==> config.mk <==
export PLATFORM = sky130hd
export DESIGN_NAME = ffea_cell
export DESIGN_NICKNAME = d
export VERILOG_FILES = /design/src/first_fit_extent_allocator_macros.svh /design/src/ffea_pkg.sv /design/src/ffea_cell.sv
export SDC_FILE = /design/constraint.sdc
export NUM_CORES = 1
export LEC_CHECK = 0
export BUFFER_PORTS_ARGS = -buffer_cell sky130_fd_sc_hd__buf_2
export CAP_MARGIN = 15
export CORE_MARGIN = 2
export CORE_UTILIZATION = 50
export DETAILED_ROUTE_END_ITERATION = 8
export PLACE_DENSITY = 0.8
export SETUP_SLACK_MARGIN = 0.02
export SYNTH_ARGS = -nofsm -noshare
export SYNTH_HDL_FRONTEND = slang
export SYNTH_SLANG_ARGS = --single-unit
==> constraint.sdc <==
create_clock -name i_clk -period 4.9 [get_ports i_clk]
set_clock_uncertainty 0.2 [all_clocks]
set_input_delay 0.735 -clock i_clk [delete_from_list [all_inputs] [get_ports i_clk]]
set_output_delay 0.735 -clock i_clk [all_outputs]
set_load 0.02 [all_outputs]
==> src/first_fit_extent_allocator_macros.svh <==
// Assertion macros for the first-fit extent allocator.
// Included by first_fit_extent_allocator, which carries the concurrent assertions; no other dependencies.
`ifndef FIRST_FIT_EXTENT_ALLOCATOR_MACROS_SVH
`define FIRST_FIT_EXTENT_ALLOCATOR_MACROS_SVH

// A condition that must hold at every clock edge outside reset.
`define FFEA_ASSERT_ALWAYS(label, clk, rst_n, cond, msg) \
    label: assert property (@(posedge clk) disable iff (!(rst_n)) (cond)) else $error(msg);

// A consequent that must hold in the same cycle as its antecedent.
`define FFEA_ASSERT_SAME(label, clk, rst_n, ante, cons, msg) \
    label: assert property (@(posedge clk) disable iff (!(rst_n)) (ante) |-> (cons)) \
        else $error(msg);

// A consequent that must hold in the cycle after its antecedent.
`define FFEA_ASSERT_NEXT(label, clk, rst_n, ante, cons, msg) \
    label: assert property (@(posedge clk) disable iff (!(rst_n)) (ante) |=> (cons)) \
        else $error(msg);

`endif

==> src/ffea_pkg.sv <==
// Shared constants, codes and structures for the first-fit extent allocator.
// No dependencies; used by ffea_cell and first_fit_extent_allocator.
package ffea_pkg;

    localparam int MAX_EXTENTS   = 16;
    localparam int OFFSET_BITS   = 20;
    localparam int LEN_BITS      = OFFSET_BITS + 1;
    localparam int STATUS_BITS   = 2;
    localparam int IN_DATA_BITS  = ((OFFSET_BITS + LEN_BITS + 7) / 8) * 8;
    localparam int OUT_DATA_BITS = ((OFFSET_BITS + 7) / 8) * 8;

    localparam logic [LEN_BITS-1:0] HEAP_RESET = LEN_BITS'(64'd1048576);

    localparam logic CMD_ALLOC = 1'b0;
    localparam logic CMD_FREE  = 1'b1;

    localparam logic [STATUS_BITS-1:0] ST_OK         = 2'd0;
    localparam logic [STATUS_BITS-1:0] ST_NO_SPACE   = 2'd1;
    localparam logic [STATUS_BITS-1:0] ST_TABLE_FULL = 2'd2;

    typedef enum logic [2:0] {
        OP_NONE,
        OP_ALLOC_TRIM,
        OP_ALLOC_REMOVE,
        OP_MERGE_PREV,
        OP_MERGE_NEXT,
        OP_MERGE_BOTH,
        OP_INSERT
    } t_op;

    typedef struct packed {
        logic                   valid;
        logic [OFFSET_BITS-1:0] start;
        logic [LEN_BITS-1:0]    len;
    } t_entry;

    // Operands of a newly accepted transaction, seen by every cell.
    typedef struct packed {
        logic                   en;
        logic [OFFSET_BITS-1:0] off;
        logic [LEN_BITS-1:0]    size;
    } t_eval;

    // Table update chosen by the control, applied by every cell.
    typedef struct packed {
        logic                   apply;
        t_op                    op;
        logic [OFFSET_BITS-1:0] off;
        logic [LEN_BITS-1:0]    size;
    } t_dec;

    // Per-cell findings reported to the control.
    typedef struct packed {
        logic prev_hit;
        logic next_hit;
        logic fit_hit;
        logic exact_hit;
    } t_cell_stat;

endpackage

==> src/ffea_cell.sv <==
// One extent cell of the allocator chain: holds one table entry and its compare flags.
// Depends on ffea_pkg; instantiated in a row by first_fit_extent_allocator.
module ffea_cell (
    input  logic                 i_clk,
    input  logic                 i_load,
    input  ffea_pkg::t_entry     i_load_ent,
    input  ffea_pkg::t_eval      i_eval,
    input  ffea_pkg::t_dec       i_dec,
    input  logic                 i_stop_before,
    input  logic                 i_fit_before,
    output logic                 o_stop_after,
    output logic                 o_fit_after,
    input  logic                 i_right_in_prefix,
    output logic                 o_in_prefix,
    input  ffea_pkg::t_entry     i_left_ent,
    input  ffea_pkg::t_entry     i_right_ent,
    output ffea_pkg::t_entry     o_ent,
    output ffea_pkg::t_cell_stat o_stat
);

    localparam int LB = ffea_pkg::LEN_BITS;
    localparam int OB = ffea_pkg::OFFSET_BITS;
    localparam logic [LB+1:0] LEN_MAX = {2'b00, {LB{1'b1}}};

    ffea_pkg::t_entry r_ent;
    ffea_pkg::t_entry n_ent;
    logic r_stop;
    logic r_fit;
    logic r_endeq;
    logic r_steq;
    logic r_exact;

    logic [LB:0]   w_end;
    logic [LB:0]   w_off_end;
    logic [LB+1:0] w_sum2;
    logic [LB+1:0] w_sum3;
    logic [LB-1:0] w_sat2;
    logic [LB-1:0] w_sat3;
    logic          w_is_prev;
    logic          w_is_nx;
    logic          w_is_next;
    logic          w_fit_hit;

    // Compare flags, taken against the operands as the transaction is accepted.
    assign w_end     = {1'b0, r_ent.start} + {1'b0, r_ent.len};
    assign w_off_end = {1'b0, i_eval.off} + {1'b0, i_eval.size};

    always_ff @(posedge i_clk) begin
        if (i_eval.en) begin
            r_stop  <= !r_ent.valid || !(r_ent.start < i_eval.off);
            r_fit   <= r_ent.valid && (r_ent.len >= i_eval.size);
            r_exact <= r_ent.len == i_eval.size;
            r_endeq <= r_ent.valid && (w_end == {2'b00, i_eval.off});
            r_steq  <= r_ent.valid && ({2'b00, r_ent.start} == w_off_end);
        end
    end

    // Position within the chain.
    assign o_in_prefix  = !i_stop_before && !r_stop;
    assign o_stop_after = i_stop_before || r_stop;
    assign o_fit_after  = i_fit_before || r_fit;
    assign w_is_prev    = o_in_prefix && !i_right_in_prefix;
    assign w_is_nx      = !i_stop_before && r_stop;
    assign w_is_next    = w_is_nx && r_ent.valid;
    assign w_fit_hit    = r_fit && !i_fit_before;

    assign o_stat.prev_hit  = w_is_prev && r_endeq;
    assign o_stat.next_hit  = w_is_next && r_steq;
    assign o_stat.fit_hit   = w_fit_hit;
    assign o_stat.exact_hit = w_fit_hit && r_exact;

    // Saturating merged lengths.
    assign w_sum2 = {2'b00, r_ent.len} + {2'b00, i_dec.size};
    assign w_sum3 = w_sum2 + {2'b00, i_right_ent.len};
    assign w_sat2 = (w_sum2 > LEN_MAX) ? {LB{1'b1}} : w_sum2[LB-1:0];
    assign w_sat3 = (w_sum3 > LEN_MAX) ? {LB{1'b1}} : w_sum3[LB-1:0];

    always_comb begin
        n_ent = r_ent;
        if (i_dec.apply) begin
            case (i_dec.op)
                ffea_pkg::OP_ALLOC_TRIM: begin
                    if (w_fit_hit) begin
                        n_ent.start = r_ent.start + i_dec.size[OB-1:0];
                        n_ent.len   = r_ent.len - i_dec.size;
                    end
                end
                ffea_pkg::OP_ALLOC_REMOVE: begin
                    if (o_fit_after) begin
                        n_ent = i_right_ent;
                    end
                end
                ffea_pkg::OP_MERGE_PREV: begin
                    if (w_is_prev) begin
                        n_ent.len = w_sat2;
                    end
                end
                ffea_pkg::OP_MERGE_NEXT: begin
                    if (w_is_next) begin
                        n_ent.start = i_dec.off;
                        n_ent.len   = w_sat2;
                    end
                end
                ffea_pkg::OP_MERGE_BOTH: begin
                    if (w_is_prev) begin
                        n_ent.len = w_sat3;
                    end else if (o_stop_after) begin
                        n_ent = i_right_ent;
                    end
                end
                ffea_pkg::OP_INSERT: begin
                    if (w_is_nx) begin
                        n_ent.valid = 1'b1;
                        n_ent.start = i_dec.off;
                        n_ent.len   = i_dec.size;
                    end else if (i_stop_before) begin
                        n_ent = i_left_ent;
                    end
                end
                default: begin
                    n_ent = r_ent;
                end
            endcase
        end
    end

    always_ff @(posedge i_clk) begin
        if (i_load) begin
            r_ent <= i_load_ent;
        end else begin
            r_ent <= n_ent;
        end
    end

    assign o_ent = r_ent;

endmodule
* Yosys cells after proc, flatten, opt, wreduce, memory -nomap -nowiden
Index checks and enable logic that the tools add are counted.
** Word-level totals
- Register bits :: 47
- Input bits :: 218
- Output and inout port bits :: 49
** Cells by class
- $lt $le $gt $ge :: 4
- $add $sub $neg :: 6
- Eq/ne operators :: 17
- Muxes and demuxes :: 16
- Reductions and logical operators :: 27
** Operators by type and width (number)
- $mux W42 :: 6
- $pmux W21 S6 :: 1
- $mux W21 :: 5
- $pmux W20 S5 :: 1
- $mux W41 :: 2
- $add A20 B21 Y22 :: 2
- $add A22 B21 Y23 :: 1
- $gt A23 B21 Y1 const B :: 1
- $add A21 B21 Y22 :: 1
- $eq A20 B22 Y1 :: 1
- $eq A22 B20 Y1 :: 1
- $gt A22 B21 Y1 const B :: 1
- $eq A21 B21 Y1 :: 1
- $ge A21 B21 Y1 :: 1
- $sub A21 B21 Y21 :: 1
- $add A20 B20 Y20 :: 1
- $lt A20 B20 Y1 :: 1
- $ne A3 B3 Y1 const B :: 6
- $reduce_and A8 Y1 :: 2
- $logic_and A1 B1 Y1 :: 11
- $eq A3 B3 Y1 const B :: 3
- $ne A4 B4 Y1 const B :: 2
- $reduce_bool A7 Y1 :: 1
- $eq A3 B2 Y1 const B :: 2
- other kinds (8) :: 15

* Depth between registers and ports, before layout
- Depth in word-level cells :: 8
- Mapped depth :: 24
- Mapped depth without buffers :: 23

* Worst setup path before layout
No wires, ideal clock.
- Path type :: in2reg
- Start :: input port i_dec[2] (netlist bit)
- End :: register r_ent, in the netlist o_ent[12] (data pin)
- Data required time :: 4443 ps
- Stages :: 24
- Data arrival time :: 4816 ps
- Library setup time :: 257 ps
- Path slack :: -373 ps
- Cells stage by stage :: inv_1 ha_1 buf_2 nor2_1 o311ai_1 nand3_1 a311oi_1 o21a_1 a21oi_1 nor2_1 xnor2_1 ha_1 clkbuf_1 a2111oi_2 o21ai_0 nand4b_1 nand3_1 a31o_2 nor4_1 and3_1 nor3_2 buf_4 nand4b_1 a32o_1
** Between the ends
- Longest elaborated chain between the ends :: 8
- Elaborated cells between the ends (all ways) :: 14
- Those cells by class :: 3 x add/sub; 2 x order compare; 9 x mux
** Ends and longest elaborated chain
- start, declared :: line ffea_cell.sv:8 : input ffea_pkg::t_dec i_dec,
- $add A21 B21 Y22 :: line ffea_cell.sv:73 : assign w_sum2 = {2'b00, r_ent.len} + {2'b00, i_dec.size};
- $add A22 B21 Y23 :: line ffea_cell.sv:74 : assign w_sum3 = w_sum2 + {2'b00, i_right_ent.len};
- $gt A23 B21 Y1 :: line ffea_cell.sv:76 : assign w_sat3 = (w_sum3 > LEN_MAX) ? {LB{1'b1}} : w_sum3[LB-1:0];
- $mux W21 :: line ffea_cell.sv:76
- $mux W21 :: line ffea_cell.sv:105 : if (w_is_prev) begin
- $pmux W21 S6 * :: line ffea_cell.sv:81 : case (i_dec.op)
- $mux W42 * :: line ffea_cell.sv:80 : if (i_dec.apply) begin
- $mux W42 * :: line ffea_cell.sv:128 : if (i_load) begin
- end signal, assigned :: line ffea_cell.sv:129 : r_ent <= i_load_ent;
- end signal, assigned :: line ffea_cell.sv:131 : r_ent <= n_ent;
- end, declared :: line ffea_cell.sv:25 : ffea_pkg::t_entry r_ent;
Mark *: on every way between the ends. The rest lies on a longest branch, timed or not. The select of a mux whose other input is x is not followed.
A chain may end at the register's enable or synchronous reset.

* Worst setup path in the final report
- Start :: input port i_dec[0] (netlist bit)
- End :: register r_ent, in the netlist o_ent[20] (data pin)
The elaborated chain is that of the path after synthesis.

==> flow_metrics.py <==
metrics = {
    "routing": {
        "drt-vias-per-instance": 6.37,
        "wire_per_inst_microns": 21.3,
        "wl_met1_microns": 18600,
        "remaining_drc_errors": 0,
        "dr_total_vias": 13800,
        "dr_wl_met2_microns": 20500,
        "ant_nets": 0,
        "routed.top_layer": "met4",
        "wl_microns": 46000,
        "wl_met3_microns": 4710,
        "drt_iter0_markers": 1350,
        "first_pass_iters": 6,
    },
    "die": {
        "chipHeight_microns": 155,
        "row_count": 55,
        "io_pins": 267,
        "start_util_pct": 50.7,
        "core_area_sq_mm": 0.0226,
        "dieWidth_microns": 155,
        "die_area_sq_mm": 0.0241,
    },
    "critical_path": {
        "worst_setup_path_end_kind": "register",
        "cp.required_ns": 4.84,
        "startpoint": "i_dec[0]",
        "critPathLaunchType": "primary input",
        "worstReg2RegStart": "o_ent[0]",
        "arrival_ns": 4.92,
        "cp_max_fo": 8,
        "reg2reg_slack_ns": -0.06,
        "path_class": "in -> reg",
    },
    "timing": {
        "setup_viol": 19,
        "slew_headroom_pct": 35.2,
        "final.period_utilization_pct": 102,
        "worst_slew_pin_slew_ns": 0.973,
        "timing.fmax_mhz": 201,
        "rsz0062_at_grt": "yes",
        "post-route-min-period_ns": 4.98,
        "setup_ws_ns": -0.0825,
        "slew_violations": 0,
        "hold_viol": 0,
    },
    "logic_synthesis": {
        "syn_nets": 1912,
        "synth_edf_count": 47,
        "synth_top_cell_area_share_pct": 17.7,
        "synth_common_cells": "ha_1, nand2_1, nor2_1",
        "ys_seq_area_share_pct": 12.3,
        "ys.flop_type": "edfxtp_1",
        "syn_inst": 1526,
        "synth_area_sq_mm": 0.0114,
        "synth_most_common_cell": "ha_1",
        "yosysWarnings": 0,
        "postSynth.asyncResetShare_pct": 0,
        "ys_seq_elements": 47,
        "synth_area_leader_cell": "ha_1",
        "ys_types": 96,
        "synthTopCellsByArea": "ha_1, edfxtp_1, xnor2_1",
        "synth.avg_cell_area_sq_um": 7.50,
    },
    "grt": {
        "grt_overflow": 0,
        "grtUsageTotal_pct": 36.5,
        "grt_start_max_net_pins": 47,
        "grt_pass1_vias": 13100,
        "grt_pass1_wl_microns": 69400,
        "antenna_found_initial": 3,
    },
    "pwr": {
        "finalPower_mw": 4.27,
        "p_leak_nw": 6.72,
        "vdd_drop_max_v": 0.000229,
        "power_density_mw_per_mm2": 296,
    },
    "clocking": {
        "cts_buffers": 5,
        "cts_buffer_depth": 2,
        "cts_max_level": 2,
        "clock-sinks": 47,
        "cts_hold_buf": 0,
        "clk_pin_slew_ns": 0.07,
        "cts_tree": "yes",
        "cts_root_buf": "clkbuf_16",
        "insertion_delay_ns": 0.31,
    },
    "min_path": {
        "hold_class": "in -> reg",
        "worstHoldStart": "i_load_ent[32]",
    },
    "place": {
        "dp_hpwl_microns": 37100,
        "io_buffers": 266,
        "place_area_sq_mm": 0.0139,
        "placed_cells": 2144,
        "gp_congestion": 1.01,
    },
    "layout": {
        "drive_above_1_share_pct": 27.6,
        "nets": 2257,
        "post-route-cell-area_sq_mm": 0.0144,
        "syn_to_final_growth_pct": 26.3,
        "final_util_pct": 64.0,
        "instances_no_fill": 2162,
    },
    "outcome": {
        "outcome": "finished with violations",
        "failed_checks": "setup timing",
    },
    "run": {
        "maxCapViolCount": 0,
    },
}
[area by class of cell]
type / count / area (sq um)
clock buffer: 7 / 133
tap: 285 / 357
clock inverter: 1 / 5.00
antenna: 5 / 12.5
inverter: 107 / 402
timing repair buffer: 406 / 2400
sequential: 47 / 1410
multi-input combinational: 1304 / 9730
fill: 2054 / 8130
[routing by layer]
metal / global-route usage, % / vias to the layer above
li1: - / 6383
met1: 48.9 / 6409
met2: 59.6 / 850
met3: 4.37 / 137
met4: 15.9 / 0
met5: 0 / -
[placed cells by master (no fill, tap or decap), drive strengths merged, types with 38 or more instances in the layout]
cell type,n
nand3,38
nand2,139
ha,162
a21o,41
o21ai,109
nor2,126
a21oi,125
xor2,51
edfxtp,47
xnor2,75
inv,105
buf,406
[final timing paths]
| check | endpoint | cells past startpoint |
|---|---|---|
| max | o_ent[20] | 25 |
| min | o_ent[32] | 3 |
| max reg2reg | o_ent[20] | 24 |
| min reg2reg | r_steq | 1 |
[cell families (layout without fill, tap and decap cells)]
logic type               count (synthesis)  count (layout)  share of synthesized area [%]
flip-flops                              47              47                           12.3
AO/OA/AOI/OAI                          530             530                           32.1
XOR/XNOR                               126             126                           9.71
multiplexers                            20              20                           1.86
adder cells (fa/ha/maj)                168             168                           18.8
other                                    0               5                              0
AND/OR/NAND/NOR                        460             460                           19.3
buffers and inverters                  175             521                           5.93
[worst max-delay path, cell delays in order]
cell and delay, ns:
buf_6 0.10, ha_4 0.15, inv_2 0.05, fa_2 0.23, nor2_4 0.05, o311ai_4 0.25, nand3_2 0.12, a311oi_2 0.27
buf_4 0.17, o21a_4 0.16, a41oi_2 0.14, a21oi_2 0.17, nor2b_4 0.16, xnor2_1 0.08, ha_1 0.34, nand3_2 0.11
nor3_4 0.22, buf_6 0.13, a31o_4 0.16, nor4_1 0.05, and3_1 0.19, nor3_4 0.33, buf_6 0.21, o221ai_2 0.10
a32oi_1 0.24
[sequential cells by signal, indices dropped and copies added (netlist names)]
signal and cells:
r_exact 1, r_endeq 1, o_ent 42, r_stop 1, r_steq 1, r_fit 1
[repair_timing]
| item | in CTS | in global routing |
|---|---|---|
| pin swaps | 39 | 26 |
| setup buffers | 3 | 1 |
| gates resized for setup | 33 | 25 |
| setup endpoints to repair | 21 | 21 |
| gates cloned | 1 | 0 |
| endpoints found under the hold margin | 0 | 0 |
[report_power, final]
group | internal [mW] | switching [mW] | leakage, nW
clock | 0.190 | 0.176 | 0.0679
sequential | 0.516 | 0.102 | 0.469
combinational | 1.44 | 1.84 | 6.18
total | 2.15 | 2.12 | 6.72
[stage by stage]
stage | hold slack [ns] | setup WS (ns) | setup TNS [ns]
after floorplan | 0.553 | -0.113 | -0.151
after global placement | 0.632 | -0.408 | -7.87
after detailed placement | 0.638 | -0.561 | -10.27
after CTS | 0.508 | -0.113 | -1.14
after global routing | 0.520 | -0.288 | -4.65
final | 0.508 | -0.0825 | -0.551
Power figures use the tool's default switching activity.
